--- src/rtl/sem_pkg.sv ---
// Shared types and constants for the Sobel edge magnitude block.
package sem_pkg;

   localparam int PIX_W          = 8;
   localparam int CFG_W          = 9;
   localparam int CSR_IDX_W      = 1;
   localparam int POS_W          = 8;
   localparam int DEF_MAX_WIDTH  = 256;
   localparam int DEF_MAX_HEIGHT = 256;
   localparam int MIN_SIZE       = 3;
   localparam int ROOT_STEPS     = 8;
   localparam int ROOT_CNT_W     = $clog2(ROOT_STEPS);

   localparam logic [CFG_W-1:0] CFG_RESET = 9'd256;
   localparam logic [PIX_W-1:0] MAG_MAX   = 8'd255;

   localparam logic [CSR_IDX_W-1:0] REG_IMAGE_WIDTH  = 1'b0;
   localparam logic [CSR_IDX_W-1:0] REG_IMAGE_HEIGHT = 1'b1;

   typedef enum logic [2:0] {
      S_IDLE,
      S_FETCH,
      S_SHIFT,
      S_GRAD,
      S_SQUARE,
      S_SUM,
      S_ROOT,
      S_EMIT
   } state_type;

   typedef struct packed {
      logic accept;
      logic fetch;
      logic shift;
      logic grad;
      logic square;
      logic sum;
      logic root_step;
      logic load_out;
   } cmd_type;

   typedef struct packed {
      logic emit;
      logic root_last;
      logic out_free;
   } status_type;

endpackage

--- src/rtl/sobel_edge_magnitude.sv ---
// Top level of the Sobel 3x3 gradient magnitude block.
//
//  channel | dir | handshake                | payload
//  req     | in  | req_tvalid / req_tready  | tdata: pixel[7:0]; tuser: frame_start
//  rsp     | out | rsp_tvalid / rsp_tready  | tdata: magnitude, center_row, center_col
//  csr     | in  | csr_valid / csr_ready    | csr_index, csr_data (9 bits)
//
// A border pixel passes through accept, line store read, and store write-back and shift.
// An interior pixel goes on through gradient, squaring, sum, an 8-step root unit and emit.
// One pixel is in flight at a time; the next is taken once the previous is finished.
// A stalled result sits in the output register while the next pixel is worked on.
// Reset is synchronous; line stores are not cleared, so no clearing pass is needed.
module sobel_edge_magnitude #(
   parameter int MAX_WIDTH  = sem_pkg::DEF_MAX_WIDTH,
   parameter int MAX_HEIGHT = sem_pkg::DEF_MAX_HEIGHT
) (
   input  logic                          clock,
   input  logic                          reset,
   input  logic                          req_tvalid,
   output logic                          req_tready,
   input  logic [sem_pkg::PIX_W-1:0]     req_tdata,  // [7:0] pixel
   input  logic                          req_tuser,  // [0] frame_start
   output logic                          rsp_tvalid,
   input  logic                          rsp_tready,
   output logic [3*sem_pkg::PIX_W-1:0]   rsp_tdata,  // [7:0] magnitude, [15:8] center_row,
                                                     // [23:16] center_col
   input  logic                          csr_valid,
   output logic                          csr_ready,
   input  logic [sem_pkg::CSR_IDX_W-1:0] csr_index,
   input  logic [sem_pkg::CFG_W-1:0]     csr_data
);
   import sem_pkg::*;

   cmd_type    cmd;
   status_type status;

   assign csr_ready = 1'b1;

   sem_ctrl u_ctrl (
      .clock      (clock),
      .reset      (reset),
      .req_tvalid (req_tvalid),
      .req_tready (req_tready),
      .status     (status),
      .cmd        (cmd)
   );

   sem_dpath #(
      .MAX_WIDTH  (MAX_WIDTH),
      .MAX_HEIGHT (MAX_HEIGHT)
   ) u_dpath (
      .clock       (clock),
      .reset       (reset),
      .cmd         (cmd),
      .status      (status),
      .pixel       (req_tdata),
      .frame_start (req_tuser),
      .csr_valid   (csr_valid),
      .csr_ready   (csr_ready),
      .csr_index   (csr_index),
      .csr_data    (csr_data),
      .rsp_tvalid  (rsp_tvalid),
      .rsp_tready  (rsp_tready),
      .rsp_tdata   (rsp_tdata)
   );

endmodule

--- src/rtl/sem_ctrl.sv ---
// Controller state machine sequencing one pixel at a time through the datapath.
module sem_ctrl (
   input  logic                clock,
   input  logic                reset,
   input  logic                req_tvalid,
   output logic                req_tready,
   input  sem_pkg::status_type status,
   output sem_pkg::cmd_type    cmd
);
   import sem_pkg::*;

   state_type state_ff;
   state_type state_in;

   always_ff @(posedge clock) begin
      if (reset) begin
         state_ff <= S_IDLE;
      end else begin
         state_ff <= state_in;
      end
   end

   always_comb begin
      state_in = state_ff;
      case (state_ff)
         S_IDLE: begin
            if (req_tvalid) state_in = S_FETCH;
         end
         S_FETCH:  state_in = S_SHIFT;
         S_SHIFT: begin
            // border pixels end here
            state_in = status.emit ? S_GRAD : S_IDLE;
         end
         S_GRAD:   state_in = S_SQUARE;
         S_SQUARE: state_in = S_SUM;
         S_SUM:    state_in = S_ROOT;
         S_ROOT: begin
            if (status.root_last) state_in = S_EMIT;
         end
         S_EMIT: begin
            if (status.out_free) state_in = S_IDLE;
         end
         default:  state_in = S_IDLE;
      endcase
   end

   always_comb begin
      cmd        = '0;
      req_tready = 1'b0;
      case (state_ff)
         S_IDLE: begin
            req_tready = 1'b1;
            cmd.accept = req_tvalid;
         end
         S_FETCH:  cmd.fetch     = 1'b1;
         S_SHIFT:  cmd.shift     = 1'b1;
         S_GRAD:   cmd.grad      = 1'b1;
         S_SQUARE: cmd.square    = 1'b1;
         S_SUM:    cmd.sum       = 1'b1;
         S_ROOT:   cmd.root_step = 1'b1;
         S_EMIT:   cmd.load_out  = status.out_free;
         default: begin
            cmd        = '0;
            req_tready = 1'b0;
         end
      endcase
   end

endmodule

--- src/rtl/sem_dpath.sv ---
// Datapath: size registers, position counters, line stores, window, gradient and root.
module sem_dpath #(
   parameter int MAX_WIDTH  = sem_pkg::DEF_MAX_WIDTH,
   parameter int MAX_HEIGHT = sem_pkg::DEF_MAX_HEIGHT
) (
   input  logic                            clock,
   input  logic                            reset,
   input  sem_pkg::cmd_type                cmd,
   output sem_pkg::status_type             status,
   input  logic [sem_pkg::PIX_W-1:0]       pixel,
   input  logic                            frame_start,
   input  logic                            csr_valid,
   input  logic                            csr_ready,
   input  logic [sem_pkg::CSR_IDX_W-1:0]   csr_index,
   input  logic [sem_pkg::CFG_W-1:0]       csr_data,
   output logic                            rsp_tvalid,
   input  logic                            rsp_tready,
   output logic [3*sem_pkg::PIX_W-1:0]     rsp_tdata
);
   import sem_pkg::*;

   localparam int CW  = $clog2(MAX_WIDTH);
   localparam int RW  = $clog2(MAX_HEIGHT);
   localparam int SWN = $clog2(MAX_WIDTH + 1);
   localparam int SHN = $clog2(MAX_HEIGHT + 1);
   localparam int SW  = (SWN > CFG_W) ? SWN : CFG_W;
   localparam int SH  = (SHN > CFG_W) ? SHN : CFG_W;
   localparam int PCW = (CW > POS_W) ? CW : POS_W;
   localparam int PRW = (RW > POS_W) ? RW : POS_W;

   // size registers
   logic [CFG_W-1:0] width_ff, height_ff;

   always_ff @(posedge clock) begin
      if (reset) begin
         width_ff  <= CFG_RESET;
         height_ff <= CFG_RESET;
      end else if (csr_valid && csr_ready) begin
         case (csr_index)
            REG_IMAGE_WIDTH:  width_ff  <= csr_data;
            REG_IMAGE_HEIGHT: height_ff <= csr_data;
            default: ;
         endcase
      end
   end

   logic [SW-1:0] size_w;
   logic [SH-1:0] size_h;

   always_comb begin
      if (SW'(width_ff) < SW'(MIN_SIZE))       size_w = SW'(MIN_SIZE);
      else if (SW'(width_ff) > SW'(MAX_WIDTH)) size_w = SW'(MAX_WIDTH);
      else                                     size_w = SW'(width_ff);
      if (SH'(height_ff) < SH'(MIN_SIZE))        size_h = SH'(MIN_SIZE);
      else if (SH'(height_ff) > SH'(MAX_HEIGHT)) size_h = SH'(MAX_HEIGHT);
      else                                       size_h = SH'(height_ff);
   end

   // position counters
   logic [CW-1:0] col_ff, col_in, c_cur, idx_ff, pos_c_ff;
   logic [RW-1:0] row_ff, row_in, r_cur, pos_r_ff;
   logic          emit_ff, emit_in;
   logic [PIX_W-1:0] px_ff;
   logic          last_col;

   always_comb begin
      c_cur    = frame_start ? '0 : col_ff;
      r_cur    = frame_start ? '0 : row_ff;
      last_col = (SW'(c_cur) + SW'(1)) >= size_w;
      col_in   = last_col ? '0 : CW'(SW'(c_cur) + SW'(1));
      if (!last_col)                              row_in = r_cur;
      else if ((SH'(r_cur) + SH'(1)) >= size_h)   row_in = '0;
      else                                        row_in = RW'(SH'(r_cur) + SH'(1));
      emit_in  = (SH'(r_cur) >= SH'(2)) && (SW'(c_cur) >= SW'(2)) &&
                 (SH'(r_cur) < size_h) && (SW'(c_cur) < size_w);
   end

   always_ff @(posedge clock) begin
      if (reset) begin
         col_ff  <= '0;
         row_ff  <= '0;
         emit_ff <= 1'b0;
      end else if (cmd.accept) begin
         col_ff  <= col_in;
         row_ff  <= row_in;
         emit_ff <= emit_in;
      end
   end

   always_ff @(posedge clock) begin
      if (cmd.accept) begin
         idx_ff   <= c_cur;
         pos_c_ff <= c_cur;
         pos_r_ff <= r_cur;
         px_ff    <= pixel;
      end
   end

   // line stores: read in fetch, write back in shift
   logic [PIX_W-1:0] line_store_a [MAX_WIDTH];
   logic [PIX_W-1:0] line_store_b [MAX_WIDTH];
   logic [PIX_W-1:0] rd_a_ff, rd_b_ff;

   always_ff @(posedge clock) begin
      if (cmd.fetch) begin
         rd_a_ff <= line_store_a[idx_ff];
         rd_b_ff <= line_store_b[idx_ff];
      end
      if (cmd.shift) begin
         line_store_b[idx_ff] <= rd_a_ff;
         line_store_a[idx_ff] <= px_ff;
      end
   end

   // 3x3 window, newest column on the right
   logic [PIX_W-1:0] win_ff [9];

   always_ff @(posedge clock) begin
      if (reset) begin
         for (int i = 0; i < 9; i++) win_ff[i] <= '0;
      end else if (cmd.shift) begin
         win_ff[0] <= win_ff[1];
         win_ff[1] <= win_ff[2];
         win_ff[2] <= rd_b_ff;
         win_ff[3] <= win_ff[4];
         win_ff[4] <= win_ff[5];
         win_ff[5] <= rd_a_ff;
         win_ff[6] <= win_ff[7];
         win_ff[7] <= win_ff[8];
         win_ff[8] <= px_ff;
      end
   end

   // gradients as positive and negative kernel sums, kept as magnitudes
   logic [9:0] gx_pos, gx_neg, gy_pos, gy_neg;
   logic [9:0] ax_ff, ay_ff;

   always_comb begin
      gx_pos = 10'(win_ff[2]) + {1'b0, win_ff[5], 1'b0} + 10'(win_ff[8]);
      gx_neg = 10'(win_ff[0]) + {1'b0, win_ff[3], 1'b0} + 10'(win_ff[6]);
      gy_pos = 10'(win_ff[6]) + {1'b0, win_ff[7], 1'b0} + 10'(win_ff[8]);
      gy_neg = 10'(win_ff[0]) + {1'b0, win_ff[1], 1'b0} + 10'(win_ff[2]);
   end

   always_ff @(posedge clock) begin
      if (cmd.grad) begin
         ax_ff <= (gx_pos >= gx_neg) ? gx_pos - gx_neg : gx_neg - gx_pos;
         ay_ff <= (gy_pos >= gy_neg) ? gy_pos - gy_neg : gy_neg - gy_pos;
      end
   end

   logic [19:0] sqx_ff, sqy_ff;
   logic [20:0] sum;

   always_ff @(posedge clock) begin
      if (cmd.square) begin
         sqx_ff <= {10'b0, ax_ff} * {10'b0, ax_ff};
         sqy_ff <= {10'b0, ay_ff} * {10'b0, ay_ff};
      end
   end

   assign sum = {1'b0, sqx_ff} + {1'b0, sqy_ff};

   // digit-by-digit root over the low 16 bits, one result bit a step
   logic [15:0]           val_ff;
   logic [8:0]            rem_ff;
   logic [7:0]            root_ff;
   logic                  sat_ff;
   logic [ROOT_CNT_W-1:0] cnt_ff;
   logic [10:0]           rem2, trial, diff;
   logic                  ge;

   always_comb begin
      rem2  = {rem_ff, val_ff[15:14]};
      trial = {1'b0, root_ff, 2'b01};
      ge    = rem2 >= trial;
      diff  = rem2 - trial;
   end

   always_ff @(posedge clock) begin
      if (cmd.sum) begin
         val_ff  <= sum[15:0];
         sat_ff  <= |sum[20:16];
         rem_ff  <= '0;
         root_ff <= '0;
         cnt_ff  <= '0;
      end else if (cmd.root_step) begin
         val_ff  <= {val_ff[13:0], 2'b00};
         rem_ff  <= ge ? diff[8:0] : rem2[8:0];
         root_ff <= {root_ff[6:0], ge};
         cnt_ff  <= cnt_ff + ROOT_CNT_W'(1);
      end
   end

   // result register
   logic             rsp_valid_ff;
   logic [PIX_W-1:0] mag_ff, out_row_ff, out_col_ff;
   logic [PRW-1:0]   row_m1;
   logic [PCW-1:0]   col_m1;

   assign row_m1 = PRW'(pos_r_ff) - PRW'(1);
   assign col_m1 = PCW'(pos_c_ff) - PCW'(1);

   always_ff @(posedge clock) begin
      if (reset) begin
         rsp_valid_ff <= 1'b0;
      end else if (cmd.load_out) begin
         rsp_valid_ff <= 1'b1;
      end else if (rsp_tready) begin
         rsp_valid_ff <= 1'b0;
      end
   end

   always_ff @(posedge clock) begin
      if (cmd.load_out) begin
         mag_ff     <= sat_ff ? MAG_MAX : root_ff;
         out_row_ff <= row_m1[POS_W-1:0];
         out_col_ff <= col_m1[POS_W-1:0];
      end
   end

   assign rsp_tvalid = rsp_valid_ff;
   assign rsp_tdata  = {out_col_ff, out_row_ff, mag_ff};

   assign status.emit      = emit_ff;
   assign status.root_last = (cnt_ff == ROOT_CNT_W'(ROOT_STEPS - 1));
   assign status.out_free  = !rsp_valid_ff || rsp_tready;

`ifndef SYNTHESIS
   a_frame_start_origin: assert property (@(posedge clock) disable iff (reset)
      cmd.accept && frame_start |=> pos_c_ff == '0 && pos_r_ff == '0)
      else $error("frame start did not force origin");

   a_load_only_interior: assert property (@(posedge clock) disable iff (reset)
      cmd.load_out |-> emit_ff)
      else $error("result loaded for a border pixel");

   a_load_into_free: assert property (@(posedge clock) disable iff (reset)
      cmd.load_out |-> (!rsp_valid_ff || rsp_tready))
      else $error("result register overwritten");

   a_root_done_once: assert property (@(posedge clock) disable iff (reset)
      cmd.load_out |-> !$past(cmd.sum))
      else $error("result loaded before root finished");
`endif

endmodule

--- config.mk ---
export PLATFORM = sky130hd
export DESIGN_NAME = sobel_edge_magnitude
export DESIGN_NICKNAME = d
export VERILOG_FILES = /design/src/rtl/sem_pkg.sv /design/src/rtl/sobel_edge_magnitude.sv /design/src/rtl/sem_ctrl.sv /design/src/rtl/sem_dpath.sv
export SDC_FILE = /design/constraint.sdc
export NUM_CORES = 2
export LEC_CHECK = 0
export BUFFER_PORTS_ARGS = -buffer_cell sky130_fd_sc_hd__buf_2
export CORE_MARGIN = 4
export CORE_UTILIZATION = 30
export CTS_CLUSTER_DIAMETER = 50
export CTS_CLUSTER_SIZE = 14
export DETAILED_ROUTE_END_ITERATION = 8
export GPL_TIMING_DRIVEN = 0
export PLACE_DENSITY = 0.51
export SYNTH_ARGS = -nofsm -noshare
export SYNTH_HDL_FRONTEND = slang
export SYNTH_MEMORY_MAX_BITS = 65536
export SYNTH_SLANG_ARGS = --single-unit
--- constraint.sdc ---
create_clock -name clock -period 6.2 [get_ports clock]
set_input_delay 1.24 -clock clock [delete_from_list [all_inputs] [get_ports clock]]
set_output_delay 1.24 -clock clock [all_outputs]
set_load 0.05 [all_outputs]
[Word level (Yosys, flattened, before mapping)]
Memories as Yosys holds them, arrays and structs flattened. A register that Yosys moved wholly into a read port is not among the register bits.
Index checks and enable logic that the tools add are counted.
Operators by class
  $add $sub $neg: 19
  multiply operators: 2
  magnitude comparators: 13
  eq/ne operators: 11
  mux-type cells: 45
  bitwise operators: 10
  reduce and logical (&&, ||, !) cells: 12
Operator list (number)
  8-bit 2-to-1 mux: 14
  9-bit 2-to-1 mux: 5
  10-bit by 8-bit adder with 10-bit output: 4
  8-bit by 9-bit adder with 10-bit output: 4
  10-bit by 10-bit multiplier with 20-bit output: 2
  10-bit subtractor: 4
  16-bit 2-to-1 mux: 2
  3-bit case mux with 8 select lines: 1
  20-bit by 20-bit adder with 21-bit output: 1
  10-bit greater-or-equal comparator: 2
  10-bit 2-to-1 mux: 2
  8-bit by 1-bit adder with 9-bit output, second input constant: 2
  9-bit greater-or-equal comparator: 2
  9-bit greater-than comparator, second input constant: 2
  8-bit by 9-bit < comparator with 1-bit output: 2
  9-bit by 2-bit < comparator with 1-bit output, second input constant: 2
  1-bit 2-to-1 mux: 17
  8-bit by 2-bit greater-or-equal comparator with 1-bit output, second input constant: 2
  8-bit by 1-bit subtractor with 8-bit output, second input constant: 2
  3-bit == test, second input constant: 5
  11-bit by 10-bit greater-or-equal comparator with 1-bit output: 1
  3-bit 2-to-1 mux: 3
  1-bit OR: 9
  9-bit subtractor: 1
  15 further kinds: 21
Storage, ports and cells
  register bits: 184
  bits in writable memories: 4168
  input bits: 24
  output and inout port bits: 27
  logic and storage cells: 137
  memories kept: 3
Memory list
  u_dpath.line_store_a: depth 256, bits a word 8, read ports 1, clocked after Yosys merged registers in 1, wr ports 1, line sem_dpath.sv:100  | logic [PIX_W-1:0] line_store_a [MAX_WIDTH];
  u_dpath.line_store_b: depth 256, bits a word 8, read ports 1, clocked after Yosys merged registers in 1, wr ports 1, line sem_dpath.sv:101  | logic [PIX_W-1:0] line_store_b [MAX_WIDTH];
  u_dpath.win_ff: depth 9, bits a word 8, read ports 9, clocked after Yosys merged registers in 0, wr ports 9, line sem_dpath.sv:116  | logic [PIX_W-1:0] win_ff [9];

[Depth between registers and ports, before layout]
  depth after elaboration: 6
  mapped depth: 21
  gate-level depth less buffers: 20

[By module]
From an unflattened synthesis, not the netlist that was laid out.
Unflattened totals
  cells, all modules: 8173
  area, all modules: 176905.9 µm²
By module, submodules not included
  sem_dpath: instances 1, cells an instance 8142, area an instance 176655.7 µm², seq. area each 130455.1 µm²
  sem_ctrl: instances 1, cells an instance 29, area an instance 239.0 µm², seq. area each 60.1 µm²
  sobel_edge_magnitude: instances 1, cells an instance 2, area an instance 11.3 µm², seq. area each 0.0 µm²

[Least setup slack after synthesis]
Ideal clock, no wire load.
  path type: register to register
  start: register u_dpath.ax_ff[1]
  end: register u_dpath.sqx_ff[16] (data pin)
  library setup time: 259 ps
  arrival: 4686 ps
  data required time: 5941 ps
  slack: 1255 ps
  cell stages (with the launch flop): 16
  buffers on the path: 1
  clock period less this slack: 4945 ps
  cell sequence: edfxtp_1 > clkbuf_1 > and2_1 > fa_1 > fa_1 > ha_1 > fa_1 > fa_1 > ha_1 > nor2b_1 > o21a_1 > o41ai_1 > o21ai_0 > o221ai_1 > o21ba_2 > xnor2_1
On the way
  longest elaborated chain between the ends: 1
RTL lines
  from (decl): line sem_dpath.sv:136  | logic [9:0] ax_ff, ay_ff;
  from (signal assigned): line sem_dpath.sv:147  | ax_ff <= (gx_pos >= gx_neg) ? gx_pos - gx_neg : gx_neg - gx_pos;
  10-bit by 10-bit multiplier with 20-bit output: line sem_dpath.sv:157  | sqx_ff <= {10'b0, ax_ff} * {10'b0, ax_ff};
  to (signal assigned): line sem_dpath.sv:157
  to (decl): line sem_dpath.sv:152  | logic [19:0] sqx_ff, sqy_ff;
No other way between the ends.
A chain may end at the register's enable or synchronous reset.

==> qor.yml <==
grtUsageMet1_pct: 30.6
placed_cells: 16400
grt_use_met3_pct: 8.64
first_pass_iters: 8
cp_max_fo: 10
slew-limit-headroom_pct: -4.57
fin_nets: 9491
yosysTopAreaCellShare_pct: 73.1
synthesis.nets: 8587
drive_above_1_share_pct: 32.3
synth_edf_count: 4307
final_common_cell: "edfxtp_1"
hold_class: "input pin to register"
num_vias: 98100
row_count: 281
syn_to_final_growth_pct: 20.1
grt.busiest_layer: "met2"
final_cell_mix: "edfxtp_1 (4307), mux4_2 (1290), clkbuf_16 (439), ha_1 (244), inv_1 (199)"
final_core_util_pct: 36.2
drt-total-wl_um: 732000
use_met2_pct: 35.0
status: "complete, but fails checks"
fin_cells: 17200
die_y_um: 776
clock_latency_ns: 1.08
drtAntennaViolNets: 0
dp_hpwl_um: 513000
avgSynthCellArea_um2: 21.6
overflow: 0
cts_tree: "yes"
start_kind: "register"
syn-instance-count: 8189
cts.htree.levels: 5
setup_viol: 343
routedWlPerCell_um: 42.5
power_density_nw_per_um2: 320
cts-root-buf: "clkbuf_16"
dieArea_um2: 602000
grt_max_degree: 50
clock_skew_ns: 0.0982
start_util_pct: 30.2
cts_hold_repair.buffers: 0
io_buffer_count: 49
chipWidth_um: 776
tightest_slew_ns: 1.57
grt_use_total_pct: 23.8
timing.final.max_slew_violations: 16
fin_ws_ns: -0.339
min_period_ns: 6.54
worstPathRequired_ns: 6.87
cts_sinks: 4366
cts.reportedPaths.clkPinSlew_ns: 0.06
clockBufferDepth: 4
clock.fmax_mhz: 153
violations: "capacitance limit, slew limit, setup timing"
p_leak_nw: 67.3
drt-initial-drc-count: 17000
yosys-top-cells-area: "edfxtp_1 (73%), mux4_2 (16%), ha_1 (1.7%), fa_1 (1.5%), nor2_1 (0.70%)"
seq_area_frac_synth_pct: 73.8
crit_arrival_ns: 7.21
grt_pass1_wl_um: 938000
drc_errors: 0
synthFlopType: "edfxtp_1"
grt_pass1_vias: 93200
yosys.area.top_type: "edfxtp_1"
fp.coreArea_um2: 586000
gp_congestion: 1.00
power.total_w: 0.0680
ir_drop_v: 0.000276
synth_warnings: 0
ys_ff_latch: 4366
final_hold_viol_count: 0
cp-end-kind: "register"
maxCapViolations: 3
postSynth.asyncResetShare_pct: 0
via_per_inst: 5.69
numCtsBuffers: 432
antenna_found_initial: 98
fin_crit_sh_pct: 105
setup.worst_path.class: "register to register"
syn_area_um2: 177000
synth.distinct_cells: 73
io_pins: 51
grt_setup_unrepaired: "true"
## registers in the layout, indices dropped and copies added (netlist names), 10 cells and up
register / count
u_dpath.line_store_a: 2048
u_dpath.ay_ff: 10
u_dpath.line_store_b: 2048
u_dpath.val_ff: 16
u_dpath.ax_ff: 10
u_dpath.sqx_ff: 19
u_dpath.sqy_ff: 19
u_dpath.win_ff: 72
## metrics by stage
stage | area, µm² | setup WS, ns | hold WS, ns | setup TNS (ns)
6_report | 212000 | -0.339 | 0.418 | -25.99
5_1_grt | 212000 | -0.0788 | 0.376 | -0.0788
4_1_cts | 212000 | -0.231 | 0.334 | -0.231
3_5_place_dp | 198000 | -1.90 | 0.457 | -3353.14
3_3_place_gp | 187000 | -6.06 | 0.447 | -
2_1_floorplan | 177000 | 1.25 | 0.433 | 0
## where the power goes
group	switching, W	internal, W	leakage [nW]
sequential	0.000129	0.0329	39.3
clock	0.0121	0.0148	6.81
combinational	0.00531	0.00282	21.2
## cell usage after synthesis (all sizes together), types with 20 or more instances
cell type	count
nor2	329
buf	196
a21oi	129
nand2b	25
o21bai	20
mux2i	26
and2	141
nor3	24
xnor2	76
a21o	32
a22oi	20
mux4	1290
inv	200
o21ai	75
clkbuf	206
nand3	80
xor2	44
nand2	198
nor2b	107
fa	130
dfxtp	59
ha	244
edfxtp	4307
## what timing repair did
item / 4_1_cts / 5_1_grt
resized for setup: 72 / 28
pin swaps: 1 / 1
setup endpoints to repair: 3296 / 42
setup buffers: 0 / 0
## final timing paths
check        depth (start not counted)  slack [ns]                   end                  from
max reg2reg                         12       -0.34    u_dpath.rd_b_ff[1]     u_dpath.idx_ff[1]
max                                 12       -0.34    u_dpath.rd_b_ff[1]     u_dpath.idx_ff[1]
min reg2reg                          2        0.47  u_dpath.height_ff[1]  u_dpath.height_ff[1]
min                                  1        0.42      u_dpath.px_ff[0]          req_tdata[0]
## final cells by class
| type | instances | area (µm²) |
|---|---|---|
| Timing Repair Buffer | 476 | 9620 |
| Clock buffer | 488 | 11200 |
| Tap cell | 7782 | 9740 |
| Sequential cell | 4366 | 131000 |
| Buffer | 396 | 2300 |
| Inverter | 204 | 766 |
| Antenna cell | 46 | 115 |
| Multi-Input combinational cell | 3217 | 45100 |
| Fill cell | 53400 | 374000 |
| Clock inverter | 254 | 2960 |
## logic make-up after synthesis
kind of cell | Yosys count | share of synthesized area [%]
AOI/OAI and AO/OA | 398 | 1.46
other | 1 | 0.00212
DFF | 4366 | 73.8
xor gates and xnor gates | 120 | 0.594
buffers and inverters | 606 | 1.55
muxes | 1330 | 16.7
adders and majority gates | 374 | 3.20
and+or+nand+nor | 994 | 2.73
## critical path, cell delays in order (launching register included)
cell and delay (ns):
edfxtp_1 0.69, buf_2 0.31, buf_4 0.45, buf_2 0.75
buf_2 0.85, clkbuf_2 0.44, buf_12 0.25, mux4_2 0.35
mux4_2 0.65, nand3_1 0.22, nand3_1 0.13, nor4_2 0.65
o21ai_1 0.31
## per-layer routing
metal / part of all wire (%) / up-vias
met5: 0.082 / -
met4: 6.4 / 48
met3: 13 / 1431
met2: 44 / 7053
met1: 37 / 53700
li1: - / 35800
Power figures use the tool's default switching activity.
